==> src/rtl/ymd_date_parse_and_classify_defines.svh <==
// Assertion macros shared by the date parser RTL.
`ifndef YMD_DATE_PARSE_AND_CLASSIFY_DEFINES_SVH
`define YMD_DATE_PARSE_AND_CLASSIFY_DEFINES_SVH

`ifndef ASSERT_OFF
// Clocked property, held off while reset is asserted
`define YMDPC_ASSERT(lbl, prop, msg) \
  lbl: assert property (@(posedge clk) disable iff (!rst_n) prop) \
    else $error(msg);
// Condition that must never be seen at a clock edge
`define YMDPC_NEVER(lbl, expr, msg) \
  lbl: assert property (@(posedge clk) disable iff (!rst_n) !(expr)) \
    else $error(msg);
`else
`define YMDPC_ASSERT(lbl, prop, msg)
`define YMDPC_NEVER(lbl, expr, msg)
`endif

`endif

==> src/rtl/ymdpc_pkg.sv <==
package ymdpc_pkg;

  localparam int unsigned YEAR_W      = 14;
  localparam int unsigned MD_W        = 7;
  localparam int unsigned YCNT_W      = 3;
  localparam int unsigned MDCNT_W     = 2;
  localparam int unsigned YEAR_DIGITS = 4;
  localparam int unsigned MD_DIGITS   = 2;
  localparam int unsigned Q_DEPTH_DEF = 2;

  localparam logic [7:0] CH_TAB   = 8'h09;
  localparam logic [7:0] CH_CR    = 8'h0D;
  localparam logic [7:0] CH_SPACE = 8'h20;
  localparam logic [7:0] CH_DASH  = 8'h2D;
  localparam logic [7:0] CH_ZERO  = 8'h30;
  localparam logic [7:0] CH_NINE  = 8'h39;

  localparam logic [MD_W-1:0] MONTHS_IN_YEAR = 7'd12;
  localparam logic [MD_W-1:0] MONTH_FEB      = 7'd2;
  localparam logic [MD_W-1:0] DAYS_MAX       = 7'd31;
  localparam logic [MD_W-1:0] FEB_DAYS       = 7'd28;
  localparam logic [MD_W-1:0] FEB_LEAP_DAYS  = 7'd29;

  typedef enum logic [3:0] {
    PH_LEAD,
    PH_YEAR,
    PH_PRE_D1,
    PH_POST_D1,
    PH_MONTH,
    PH_PRE_D2,
    PH_POST_D2,
    PH_DAY,
    PH_DONE,
    PH_FAIL
  } phase_t;

  typedef enum logic [1:0] {
    ST_GOOD,
    ST_MISSING,
    ST_PART,
    ST_ILLOGICAL
  } status_t;

  // One parsed string as handed from the scanner to the classifier
  typedef struct packed {
    logic              ok;
    logic [YEAR_W-1:0] year;
    logic [MD_W-1:0]   month;
    logic              month_present;
    logic [MD_W-1:0]   day;
    logic              day_present;
    logic              leap;
  } date_rec_t;

  function automatic logic [MD_W-1:0] days_in_month(input logic [MD_W-1:0] m);
    logic [MD_W-1:0] d;
    case (m)
      7'd2:                    d = FEB_DAYS;
      7'd4, 7'd6, 7'd9, 7'd11: d = 7'd30;
      default:                 d = DAYS_MAX;
    endcase
    return d;
  endfunction

endpackage

==> src/rtl/ymdpc_in_if.sv <==
interface ymdpc_in_if;
  logic       valid;
  logic       ready;
  logic [7:0] ch;
  logic       last;

  modport source (output valid, output ch, output last, input ready);
  modport sink   (input valid, input ch, input last, output ready);
endinterface

==> src/rtl/ymdpc_out_if.sv <==
interface ymdpc_out_if;
  logic        valid;
  logic        ready;
  logic [13:0] year;
  logic [6:0]  month;
  logic [6:0]  day;
  logic        month_present;
  logic        day_present;
  logic        parse_ok;
  logic [1:0]  status;

  modport source (output valid, output year, output month, output day,
                  output month_present, output day_present, output parse_ok,
                  output status, input ready);
  modport sink   (input valid, input year, input month, input day,
                  input month_present, input day_present, input parse_ok,
                  input status, output ready);
endinterface

==> src/rtl/ymdpc_front.sv <==
`include "ymd_date_parse_and_classify_defines.svh"

module ymdpc_front import ymdpc_pkg::*; (
  input  logic       clk,
  input  logic       rst_n,
  ymdpc_in_if.sink   in_chan,
  input  logic       q_full,
  output logic       q_push,
  output date_rec_t  q_rec
);

  phase_t               phase_r, phase_nxt;
  logic [YEAR_W-1:0]    year_acc_r, year_acc_nxt;
  logic [YCNT_W-1:0]    year_cnt_r, year_cnt_nxt;
  logic [MD_W-1:0]      month_acc_r, month_acc_nxt;
  logic [MDCNT_W-1:0]   month_cnt_r, month_cnt_nxt;
  logic [MD_W-1:0]      day_acc_r, day_acc_nxt;
  logic [MDCNT_W-1:0]   day_cnt_r, day_cnt_nxt;
  logic [3:0][3:0]      ydig_r, ydig_nxt;

  logic                 xfer, xfer_last;
  logic                 is_ws, is_dig, is_dash;
  logic [3:0]           dval;
  logic                 year_dig, month_dig, day_dig;
  logic                 year_full, month_full, day_full;
  logic                 ok;
  logic [4:0]           lo_sum, hi_sum;
  logic                 century, leap;

  assign in_chan.ready = !q_full;
  assign xfer          = in_chan.valid && in_chan.ready;
  assign xfer_last     = xfer && in_chan.last;

  assign is_ws   = (in_chan.ch == CH_SPACE) || (in_chan.ch >= CH_TAB && in_chan.ch <= CH_CR);
  assign is_dig  = (in_chan.ch >= CH_ZERO) && (in_chan.ch <= CH_NINE);
  assign is_dash = (in_chan.ch == CH_DASH);
  assign dval    = in_chan.ch[3:0];

  assign year_dig  = is_dig && (phase_r == PH_LEAD || phase_r == PH_YEAR);
  assign month_dig = is_dig && (phase_r == PH_POST_D1 || phase_r == PH_MONTH);
  assign day_dig   = is_dig && (phase_r == PH_POST_D2 || phase_r == PH_DAY);

  assign year_full  = (year_cnt_r >= YCNT_W'(YEAR_DIGITS));
  assign month_full = (month_cnt_r >= MDCNT_W'(MD_DIGITS));
  assign day_full   = (day_cnt_r >= MDCNT_W'(MD_DIGITS));

  // Next scan phase
  always_comb begin
    phase_nxt = phase_r;
    case (phase_r)
      PH_LEAD: begin
        if (!is_ws) phase_nxt = is_dig ? PH_YEAR : PH_FAIL;
      end
      PH_YEAR: begin
        if (is_dig)       phase_nxt = PH_YEAR;
        else if (is_ws)   phase_nxt = PH_PRE_D1;
        else if (is_dash) phase_nxt = PH_POST_D1;
        else              phase_nxt = PH_FAIL;
      end
      PH_PRE_D1: begin
        if (!is_ws) phase_nxt = is_dash ? PH_POST_D1 : PH_FAIL;
      end
      PH_POST_D1: begin
        if (!is_ws) begin
          if (is_dig)       phase_nxt = PH_MONTH;
          else if (is_dash) phase_nxt = PH_POST_D2;
          else              phase_nxt = PH_FAIL;
        end
      end
      PH_MONTH: begin
        if (is_dig)       phase_nxt = PH_MONTH;
        else if (is_ws)   phase_nxt = PH_PRE_D2;
        else if (is_dash) phase_nxt = PH_POST_D2;
        else              phase_nxt = PH_FAIL;
      end
      PH_PRE_D2: begin
        if (!is_ws) phase_nxt = is_dash ? PH_POST_D2 : PH_FAIL;
      end
      PH_POST_D2: begin
        if (!is_ws) phase_nxt = is_dig ? PH_DAY : PH_DONE;
      end
      PH_DAY: begin
        if (!is_dig) phase_nxt = PH_DONE;
      end
      PH_DONE: phase_nxt = PH_DONE;
      default: phase_nxt = PH_FAIL;
    endcase
    // a digit beyond the field's width kills the parse
    if ((year_dig && year_full) || (month_dig && month_full) || (day_dig && day_full))
      phase_nxt = PH_FAIL;
  end

  // Decimal accumulators; stop adding once a field is full, saturate the count
  always_comb begin
    year_acc_nxt  = year_acc_r;
    year_cnt_nxt  = year_cnt_r;
    month_acc_nxt = month_acc_r;
    month_cnt_nxt = month_cnt_r;
    day_acc_nxt   = day_acc_r;
    day_cnt_nxt   = day_cnt_r;
    ydig_nxt      = ydig_r;
    if (year_dig) begin
      if (!year_full) begin
        year_acc_nxt = YEAR_W'(year_acc_r * YEAR_W'(10) + YEAR_W'(dval));
        ydig_nxt     = {ydig_r[2:0], dval};
      end
      if (year_cnt_r <= YCNT_W'(YEAR_DIGITS)) year_cnt_nxt = year_cnt_r + 1'b1;
    end
    if (month_dig) begin
      if (!month_full) month_acc_nxt = MD_W'(month_acc_r * MD_W'(10) + MD_W'(dval));
      if (month_cnt_r != '1) month_cnt_nxt = month_cnt_r + 1'b1;
    end
    if (day_dig) begin
      if (!day_full) day_acc_nxt = MD_W'(day_acc_r * MD_W'(10) + MD_W'(dval));
      if (day_cnt_r != '1) day_cnt_nxt = day_cnt_r + 1'b1;
    end
  end

  // Leap test from the last four year digits: two-digit pairs mod 4
  assign lo_sum  = {ydig_nxt[1], 1'b0} + {1'b0, ydig_nxt[0]};
  assign hi_sum  = {ydig_nxt[3], 1'b0} + {1'b0, ydig_nxt[2]};
  assign century = (ydig_nxt[1] == 4'd0) && (ydig_nxt[0] == 4'd0);
  assign leap    = century ? (hi_sum[1:0] == 2'd0) : (lo_sum[1:0] == 2'd0);

  always_comb begin
    ok                  = phase_nxt inside {PH_POST_D2, PH_DAY, PH_DONE};
    q_rec.ok            = ok;
    q_rec.year          = ok ? year_acc_nxt : '0;
    q_rec.month_present = ok && (month_cnt_nxt != '0);
    q_rec.month         = q_rec.month_present ? month_acc_nxt : '0;
    q_rec.day_present   = ok && (day_cnt_nxt != '0);
    q_rec.day           = q_rec.day_present ? day_acc_nxt : '0;
    q_rec.leap          = leap;
  end

  assign q_push = xfer_last;

  always_ff @(posedge clk) begin
    if (!rst_n || xfer_last) begin
      phase_r     <= PH_LEAD;
      year_acc_r  <= '0;
      year_cnt_r  <= '0;
      month_acc_r <= '0;
      month_cnt_r <= '0;
      day_acc_r   <= '0;
      day_cnt_r   <= '0;
      ydig_r      <= '0;
    end else if (xfer) begin
      phase_r     <= phase_nxt;
      year_acc_r  <= year_acc_nxt;
      year_cnt_r  <= year_cnt_nxt;
      month_acc_r <= month_acc_nxt;
      month_cnt_r <= month_cnt_nxt;
      day_acc_r   <= day_acc_nxt;
      day_cnt_r   <= day_cnt_nxt;
      ydig_r      <= ydig_nxt;
    end
  end

  `YMDPC_ASSERT(a_front_restart, q_push |=> (phase_r == PH_LEAD && year_cnt_r == '0), "scan not restarted after last character")
  `YMDPC_ASSERT(a_front_fail_final, (phase_r == PH_FAIL && !q_push) |=> (phase_r == PH_FAIL), "failed parse recovered mid-string")
  `YMDPC_NEVER(a_front_push_full, q_push && q_full, "record pushed into a full queue")

endmodule

==> src/rtl/ymdpc_queue.sv <==
`include "ymd_date_parse_and_classify_defines.svh"

module ymdpc_queue import ymdpc_pkg::*; #(
  parameter int unsigned DEPTH = Q_DEPTH_DEF
) (
  input  logic      clk,
  input  logic      rst_n,
  input  logic      push,
  input  date_rec_t wr_rec,
  output logic      full,
  input  logic      pop,
  output date_rec_t rd_rec,
  output logic      valid
);

  localparam int unsigned PTR_W = (DEPTH > 1) ? $clog2(DEPTH) : 1;
  localparam int unsigned CNT_W = $clog2(DEPTH + 1);

  date_rec_t           mem [DEPTH];
  logic [PTR_W-1:0]    wr_ptr_r, wr_ptr_nxt;
  logic [PTR_W-1:0]    rd_ptr_r, rd_ptr_nxt;
  logic [CNT_W-1:0]    cnt_r, cnt_nxt;

  assign full   = (cnt_r == CNT_W'(DEPTH));
  assign valid  = (cnt_r != '0);
  assign rd_rec = mem[rd_ptr_r];

  always_comb begin
    wr_ptr_nxt = wr_ptr_r;
    rd_ptr_nxt = rd_ptr_r;
    cnt_nxt    = cnt_r;
    if (push) wr_ptr_nxt = (wr_ptr_r == PTR_W'(DEPTH - 1)) ? '0 : wr_ptr_r + 1'b1;
    if (pop)  rd_ptr_nxt = (rd_ptr_r == PTR_W'(DEPTH - 1)) ? '0 : rd_ptr_r + 1'b1;
    case ({push, pop})
      2'b10:   cnt_nxt = cnt_r + 1'b1;
      2'b01:   cnt_nxt = cnt_r - 1'b1;
      default: cnt_nxt = cnt_r;
    endcase
  end

  always_ff @(posedge clk) begin
    if (push) mem[wr_ptr_r] <= wr_rec;
  end

  always_ff @(posedge clk) begin
    if (!rst_n) begin
      wr_ptr_r <= '0;
      rd_ptr_r <= '0;
      cnt_r    <= '0;
    end else begin
      wr_ptr_r <= wr_ptr_nxt;
      rd_ptr_r <= rd_ptr_nxt;
      cnt_r    <= cnt_nxt;
    end
  end

  `YMDPC_NEVER(a_q_pop_empty, pop && !valid, "pop from an empty queue")
  `YMDPC_NEVER(a_q_push_full, push && full, "push into a full queue")
  `YMDPC_NEVER(a_q_overfill, cnt_r > CNT_W'(DEPTH), "queue count beyond depth")

endmodule

==> src/rtl/ymdpc_back.sv <==
`include "ymd_date_parse_and_classify_defines.svh"

module ymdpc_back import ymdpc_pkg::*; (
  input  logic        clk,
  input  logic        rst_n,
  input  logic        q_valid,
  input  date_rec_t   q_rec,
  output logic        q_pop,
  ymdpc_out_if.source out_chan
);

  logic              out_valid_r;
  logic [YEAR_W-1:0] year_r;
  logic [MD_W-1:0]   month_r, day_r;
  logic              month_present_r, day_present_r, parse_ok_r;
  status_t           status_r, status_nxt;

  logic              month_bad, day_bad;

  assign q_pop = q_valid && (!out_valid_r || out_chan.ready);

  assign month_bad = (q_rec.month == '0) || (q_rec.month > MONTHS_IN_YEAR);
  assign day_bad   = (q_rec.day == '0) || (q_rec.day > DAYS_MAX);

  always_comb begin
    if (!q_rec.ok)
      status_nxt = ST_MISSING;
    else if (!q_rec.month_present && !q_rec.day_present)
      status_nxt = ST_PART;
    else if (!q_rec.day_present)
      status_nxt = month_bad ? ST_ILLOGICAL : ST_PART;
    else if (!q_rec.month_present)
      status_nxt = day_bad ? ST_ILLOGICAL : ST_PART;
    else if (month_bad || day_bad)
      status_nxt = ST_ILLOGICAL;
    else if (q_rec.month != MONTH_FEB)
      status_nxt = (q_rec.day > days_in_month(q_rec.month)) ? ST_ILLOGICAL : ST_GOOD;
    else if (q_rec.day <= FEB_DAYS)
      status_nxt = ST_GOOD;
    else if (q_rec.day > FEB_LEAP_DAYS)
      status_nxt = ST_ILLOGICAL;
    else
      status_nxt = q_rec.leap ? ST_GOOD : ST_ILLOGICAL;
  end

  always_ff @(posedge clk) begin
    if (!rst_n) begin
      out_valid_r <= 1'b0;
    end else if (q_pop) begin
      out_valid_r <= 1'b1;
    end else if (out_chan.ready) begin
      out_valid_r <= 1'b0;
    end
  end

  always_ff @(posedge clk) begin
    if (q_pop) begin
      year_r          <= q_rec.year;
      month_r         <= q_rec.month;
      day_r           <= q_rec.day;
      month_present_r <= q_rec.month_present;
      day_present_r   <= q_rec.day_present;
      parse_ok_r      <= q_rec.ok;
      status_r        <= status_nxt;
    end
  end

  assign out_chan.valid         = out_valid_r;
  assign out_chan.year          = year_r;
  assign out_chan.month         = month_r;
  assign out_chan.day           = day_r;
  assign out_chan.month_present = month_present_r;
  assign out_chan.day_present   = day_present_r;
  assign out_chan.parse_ok      = parse_ok_r;
  assign out_chan.status        = status_r;

  `YMDPC_ASSERT(a_back_load, $rose(out_valid_r) |-> $past(q_pop), "result shown without a queue pop")
  `YMDPC_ASSERT(a_back_missing, (out_valid_r && !parse_ok_r) |-> (status_r == ST_MISSING && year_r == '0), "failed parse not reported as missing")
  `YMDPC_ASSERT(a_back_good, (out_valid_r && status_r == ST_GOOD) |-> (month_present_r && day_present_r), "good date without month and day")

endmodule

==> src/rtl/ymd_date_parse_and_classify.sv <==
// A result goes through the queue write, then the output register, after the transfer
// of its last character; records wait in the queue while out_chan.ready holds the output.
// Throughput: one character per cycle; the classifier, one record per cycle unless held.
// A QUEUE_DEPTH-entry record queue parts scanner and classifier; input stalls while full.
// Reset (rst_n low, synchronous) clears the scan phase, accumulators, queue
// pointers and the result valid; no clearing pass is needed.
module ymd_date_parse_and_classify import ymdpc_pkg::*; #(
  parameter int unsigned QUEUE_DEPTH = Q_DEPTH_DEF
) (
  input  logic        clk,
  input  logic        rst_n,
  ymdpc_in_if.sink    in_chan,
  ymdpc_out_if.source out_chan
);

  logic      q_push, q_full, q_pop, q_valid;
  date_rec_t q_wr_rec, q_rd_rec;

  ymdpc_front u_front (
    .clk     (clk),
    .rst_n   (rst_n),
    .in_chan (in_chan),
    .q_full  (q_full),
    .q_push  (q_push),
    .q_rec   (q_wr_rec)
  );

  ymdpc_queue #(
    .DEPTH (QUEUE_DEPTH)
  ) u_queue (
    .clk    (clk),
    .rst_n  (rst_n),
    .push   (q_push),
    .wr_rec (q_wr_rec),
    .full   (q_full),
    .pop    (q_pop),
    .rd_rec (q_rd_rec),
    .valid  (q_valid)
  );

  ymdpc_back u_back (
    .clk      (clk),
    .rst_n    (rst_n),
    .q_valid  (q_valid),
    .q_rec    (q_rd_rec),
    .q_pop    (q_pop),
    .out_chan (out_chan)
  );

endmodule
==> src/flat_wrapper.sv <==
// flat-port wrapper written by rule: the top's interface ports become plain ports
module ymd_date_parse_and_classify_flat import ymdpc_pkg::*;
#(
  parameter int unsigned QUEUE_DEPTH = Q_DEPTH_DEF
)
  (clk, rst_n, in_chan_valid, in_chan_ch, in_chan_last, in_chan_ready, out_chan_valid, out_chan_year, out_chan_month, out_chan_day, out_chan_month_present, out_chan_day_present, out_chan_parse_ok, out_chan_status, out_chan_ready);
  ymdpc_in_if in_chan_i ();
  ymdpc_out_if out_chan_i ();
  input  logic clk;
  input  logic rst_n;
  input wire logic [$bits(in_chan_i.valid)-1:0] in_chan_valid;
  input wire logic [$bits(in_chan_i.ch)-1:0] in_chan_ch;
  input wire logic [$bits(in_chan_i.last)-1:0] in_chan_last;
  output wire logic [$bits(in_chan_i.ready)-1:0] in_chan_ready;
  output wire logic [$bits(out_chan_i.valid)-1:0] out_chan_valid;
  output wire logic [$bits(out_chan_i.year)-1:0] out_chan_year;
  output wire logic [$bits(out_chan_i.month)-1:0] out_chan_month;
  output wire logic [$bits(out_chan_i.day)-1:0] out_chan_day;
  output wire logic [$bits(out_chan_i.month_present)-1:0] out_chan_month_present;
  output wire logic [$bits(out_chan_i.day_present)-1:0] out_chan_day_present;
  output wire logic [$bits(out_chan_i.parse_ok)-1:0] out_chan_parse_ok;
  output wire logic [$bits(out_chan_i.status)-1:0] out_chan_status;
  input wire logic [$bits(out_chan_i.ready)-1:0] out_chan_ready;
  assign in_chan_i.valid = in_chan_valid;
  assign in_chan_i.ch = in_chan_ch;
  assign in_chan_i.last = in_chan_last;
  assign in_chan_ready = in_chan_i.ready;
  assign out_chan_valid = out_chan_i.valid;
  assign out_chan_year = out_chan_i.year;
  assign out_chan_month = out_chan_i.month;
  assign out_chan_day = out_chan_i.day;
  assign out_chan_month_present = out_chan_i.month_present;
  assign out_chan_day_present = out_chan_i.day_present;
  assign out_chan_parse_ok = out_chan_i.parse_ok;
  assign out_chan_status = out_chan_i.status;
  assign out_chan_i.ready = out_chan_ready;
  ymd_date_parse_and_classify #(.QUEUE_DEPTH(QUEUE_DEPTH)) u_core (.clk(clk), .rst_n(rst_n), .in_chan(in_chan_i), .out_chan(out_chan_i));
endmodule
==> config.mk <==
export PLATFORM = sky130hd
export DESIGN_NAME = ymd_date_parse_and_classify_flat
export DESIGN_NICKNAME = d
export VERILOG_FILES = /design/src/rtl/ymdpc_pkg.sv /design/src/rtl/ymdpc_in_if.sv /design/src/rtl/ymdpc_out_if.sv /design/src/rtl/ymdpc_front.sv /design/src/rtl/ymdpc_queue.sv /design/src/rtl/ymdpc_back.sv /design/src/rtl/ymd_date_parse_and_classify.sv /design/src/flat_wrapper.sv
export VERILOG_INCLUDE_DIRS = /design/src /design/src/rtl
export SDC_FILE = /design/constraint.sdc
export NUM_CORES = 1
export LEC_CHECK = 0
export BUFFER_PORTS_ARGS = -buffer_cell sky130_fd_sc_hd__clkbuf_2
export CAP_MARGIN = 30
export CORE_UTILIZATION = 55
export DETAILED_ROUTE_END_ITERATION = 12
export PLACE_DENSITY = 0.7
export SETUP_SLACK_MARGIN = 0.3
export SYNTH_ARGS = -nofsm -noshare
export SYNTH_HDL_FRONTEND = slang
export SYNTH_SLANG_ARGS = --single-unit
==> constraint.sdc <==
create_clock -name clk -period 5.55 [get_ports clk]
set_input_delay 0.555 -clock clk [delete_from_list [all_inputs] [get_ports clk]]
set_output_delay 0.555 -clock clk [all_outputs]
set_load 0.01 [all_outputs]
==> run_results.csv <==
group,metric,value,unit
run_status,status,"completed",
drt,num_vias,5499,
floorplanning,die-area,0.0148,mm²
drt,routed_wl,15700,µm
sta,period_needed,3.55,ns
grt,antenna_found_initial,0,
sta,fin_ws,2.00,ns
logic_synthesis,synth_edf_count,97,
finish,nets,823,
logic_synthesis,synth.top_cells.by_area,"edfxtp_1 37%, dfxtp_1 14%, ha_1 6.5%",
finish,area_growth,12.3,%
grt,grt_first_pass_wirelength,26200,µm
worst_setup_path,cp_max_fo,18,
worst_setup_path,rrSetupSlack,2.00,ns
drt,dr.pass1.iters,5,
logic_synthesis,async_flop_share,0,
clocking,clk_latency,0.42,ns
placed_design,io_buffers,47,
logic_synthesis,yosysMostFrequentCell,"edfxtp_1",
worst_setup_path,worst-setup-path-type,"reg -> reg",
clocking,cts_hold_buf,0,
worst_setup_path,crit_required,5.72,ns
logic_synthesis,synth_top_cell_by_area,"edfxtp_1",
worst_setup_path,rr_endpoint,"u_core.u_back.out_chan.status[0]$_SDFFCE_PN1P_",
sta,worst_pin_slew,0.797,ns
logic_synthesis,synth_xor_area_frac,0.0433,
placed_design,hpwl,11000,µm
sta,max_freq,282,MHz
placed_design,gp_congestion,0.823,
run,maxCapViolations,0,
grt,track_usage,0.229,
logic_synthesis,synthCells,718,
hold_path,hold_path_class,"in -> reg",
drt,via_per_inst,5.75,
clocking,clk_pin_slew,0.06,ns
hold_path,hold_start,"rst_n",
logic_synthesis,synth_top_area_share,0.369,
finish,drive_above_1_share,0.174,
logic_synthesis,avgSynthCellArea,11.0,µm²
logic_synthesis,synth-simple-area-share,0.148,
logic_synthesis,synth_ff_type,"edfxtp_1",
logic_synthesis,synth-seq-area-share,0.511,
placed_design,dp_worst_setup_slack,1.92,ns
grt,grt_start_max_net_pins,51,
finish,fill_cells,1066,
logic_synthesis,yosys_warnings,0,
hold_path,min_path_cells,2,
clocking,root_buffer,"clkbuf_16",
floorplanning,fp.dieW,122,µm
worst_setup_path,cp_data_arrival_time,3.72,ns
finish,instances_no_fill,956,
finish,final_area,0.00886,mm²
sta,final.period_utilization,0.639,
hold_path,min_to,"u_core.u_back.out_chan.valid$_SDFFE_PN0P_",
logic_synthesis,synth-seq-cells,153,
worst_setup_path,reg2regPathDepth,11,
logic_synthesis,synth_cell_types,66,
worst_setup_path,cp_top_family,"compound AO/OA/AOI/OAI gates",
sta,hold_viol_final,0,
finish,post-route-util,0.636,
drt,ant_nets,0,
power,power.leakage,3.22,nW
sta,rsz0062_at_grt,"false",
sta,skew,0.00573,ns
clocking,cts_buffer_depth,2,
clocking,cts_sinks,153,
worst_setup_path,cpPeakStageDelay,0.83,ns
power,power.density,348,mW/mm²
clocking,cts_tree,"done",
sta,slew_viol_final,0,
worst_setup_path,worstPathCellList,"buf_4, mux2_2, nor4b_1, and2_1, ha_1, nor2b_1, o21ai_0, o21ai_0, a41oi_1, o21ai_0, a221o_1",
sta,setup_viol,0,
clocking,cts_max_level,4,
sta,tns,0,ns
logic_synthesis,netlist_area,0.00789,mm²
power,ir_worst_vdd,219,µV
logic_synthesis,synthAdderAreaFrac,0.0803,
logic_synthesis,syn_nets,778,
worst_setup_path,crit_buf_inv,1,
finish,n_antenna_cell,0,
floorplanning,rows,43,
clocking,cts_buffers,17,
floorplanning,io_pins,48,
grt,first_global_vias,5453,
worst_setup_path,crit_slowest_cell,"dfxtp_1",
floorplanning,start_util,0.566,
logic_synthesis,muxShareOfSynthArea,0.0639,
floorplanning,die_y,122,µm
drt,drc_errors,0,
drt,wl_per_cell,16.4,µm
worst_setup_path,worstSetupEndpointType,"flop",
clocking,post_cts_buffers,0,
logic_synthesis,ys_top_cells_by_count,"97 x edfxtp_1, 80 x nor2_1, 66 x nand2_1, 56 x dfxtp_1, 41 x ha_1",
grt,grt-ovfl-total,0,
logic_synthesis,synth_top_family_by_area,"simple AND/OR/NAND/NOR gates",
placed_design,dpl_cell_area,0.00828,mm²
logic_synthesis,synth_compound_area_frac,0.121,
worst_setup_path,start_kind,"flop",
sta,max_slew_margin,0.468,
floorplanning,fp.coreArea,0.0139,mm²
drt,first_iter_violations,511,
worst_setup_path,cp_common_cell,"o21ai_0",
placed_design,dp_cells,923,
clocking,cts_resized,0,
[registers in the layout (all words and copies together), names as in the netlist, named ones only]
register / count
u_core.u_queue.cnt_r: 2
u_core.u_front.day_acc_r: 7
u_core.u_queue.rd_ptr_r: 1
u_core.u_back.out_chan.day_present: 1
u_core.u_back.out_chan.valid: 1
u_core.u_back.out_chan.parse_ok: 1
u_core.u_front.day_cnt_r: 2
u_core.u_back.out_chan.year: 14
u_core.u_queue.wr_ptr_r: 1
u_core.u_back.out_chan.month: 7
u_core.u_back.out_chan.month_present: 1
u_core.u_queue.mem: 64
u_core.u_back.out_chan.day: 7
u_core.u_front.phase_r: 4
u_core.u_front.year_acc_r: 14
u_core.u_front.month_cnt_r: 2
u_core.u_front.month_acc_r: 7
u_core.u_back.out_chan.status: 2
u_core.u_front.ydig_r: 11
u_core.u_front.year_cnt_r: 3
[layout make-up]
type | count | area [µm²] | share of cell area
timing repair buffer | 55 | 308 | 0.0347
clock buffer | 22 | 464 | 0.0524
clock inverter | 10 | 95.1 | 0.0107
multi-input combinational | 502 | 3610 | 0.407
sequential | 153 | 4030 | 0.455
inverter | 34 | 128 | 0.0144
tap | 180 | 225 | 0.0254
[routing by layer]
metal	global-route usage	share of wire	vias up
li1	-	-	2696
met1	0.310	0.46	2648
met2	0.362	0.47	133
met3	0.0389	0.045	22
met4	0.0949	0.019	0
met5	0	0	-
[power by group]
part           internal (mW)  switching, mW
sequential              1.40         0.0664
clock                  0.641          0.446
combinational          0.214          0.316
total                   2.26          0.828
[cells by family (layout without fill, tap and decap cells)]
group / Yosys count / count (layout)
compound gates: 135 / 135
xor+xnor: 39 / 39
fa+ha+maj: 47 / 47
buf+inv: 63 / 121
flops: 153 / 153
mux: 47 / 47
simple gates: 234 / 234
[metrics by stage]
step                total power, mW  hold WS, ns
finish                         3.09        0.426
global route                   3.22        0.432
CTS                            3.10        0.413
detailed placement             2.02        0.453
global placement               2.00        0.448
floorplan                      1.83        0.436
[how the worst max path moves through the flow]
stage | slack, ns | from | depth (start not counted) | end
after global placement | 2.02 | flop | 11 | u_core.u_back.out_chan.status[0]$_SDFFCE_PN1P_
after CTS | 1.96 | flop | 11 | u_core.u_back.out_chan.status[0]$_SDFFCE_PN1P_
after detailed placement | 1.92 | in_chan_ch[3] | 9 | u_core.u_queue.mem[0][8]$_DFFE_PP_
final | 2.00 | flop | 11 | u_core.u_back.out_chan.status[0]$_SDFFCE_PN1P_
after floorplan | 2.40 | out_chan_ready | 5 | u_core.u_queue.cnt_r[1]$_SDFFE_PN0P_
after global routing | 1.69 | flop | 11 | u_core.u_back.out_chan.status[0]$_SDFFCE_PN1P_
[layout by cell type, fill, tap and decap left out, drive strengths merged, types with 3 or more instances in the layout]
| master | n |
|---|---|
| nor3 | 16 |
| ha | 41 |
| mux2 | 27 |
| nor2 | 81 |
| nand3b | 4 |
| nand3 | 8 |
| or3 | 5 |
| a21oi | 40 |
| inv | 35 |
| mux2i | 20 |
| a21o | 8 |
| or2 | 3 |
| and4 | 4 |
| and3 | 6 |
| edfxtp | 97 |
| nor2b | 9 |
| nand2 | 66 |
| o21a | 4 |
| xor2 | 14 |
| nor3b | 9 |
| nand2b | 3 |
| o2111ai | 3 |
| fa | 6 |
| a211oi | 23 |
| dfxtp | 56 |
| and2 | 9 |
| a22oi | 11 |
| clkinv | 6 |
| o21ai | 18 |
| nor4 | 5 |
| buf | 8 |
| o211ai | 4 |
| clkbuf | 69 |
| xnor2 | 25 |
| a41oi | 3 |
Power figures use the tool's default switching activity.
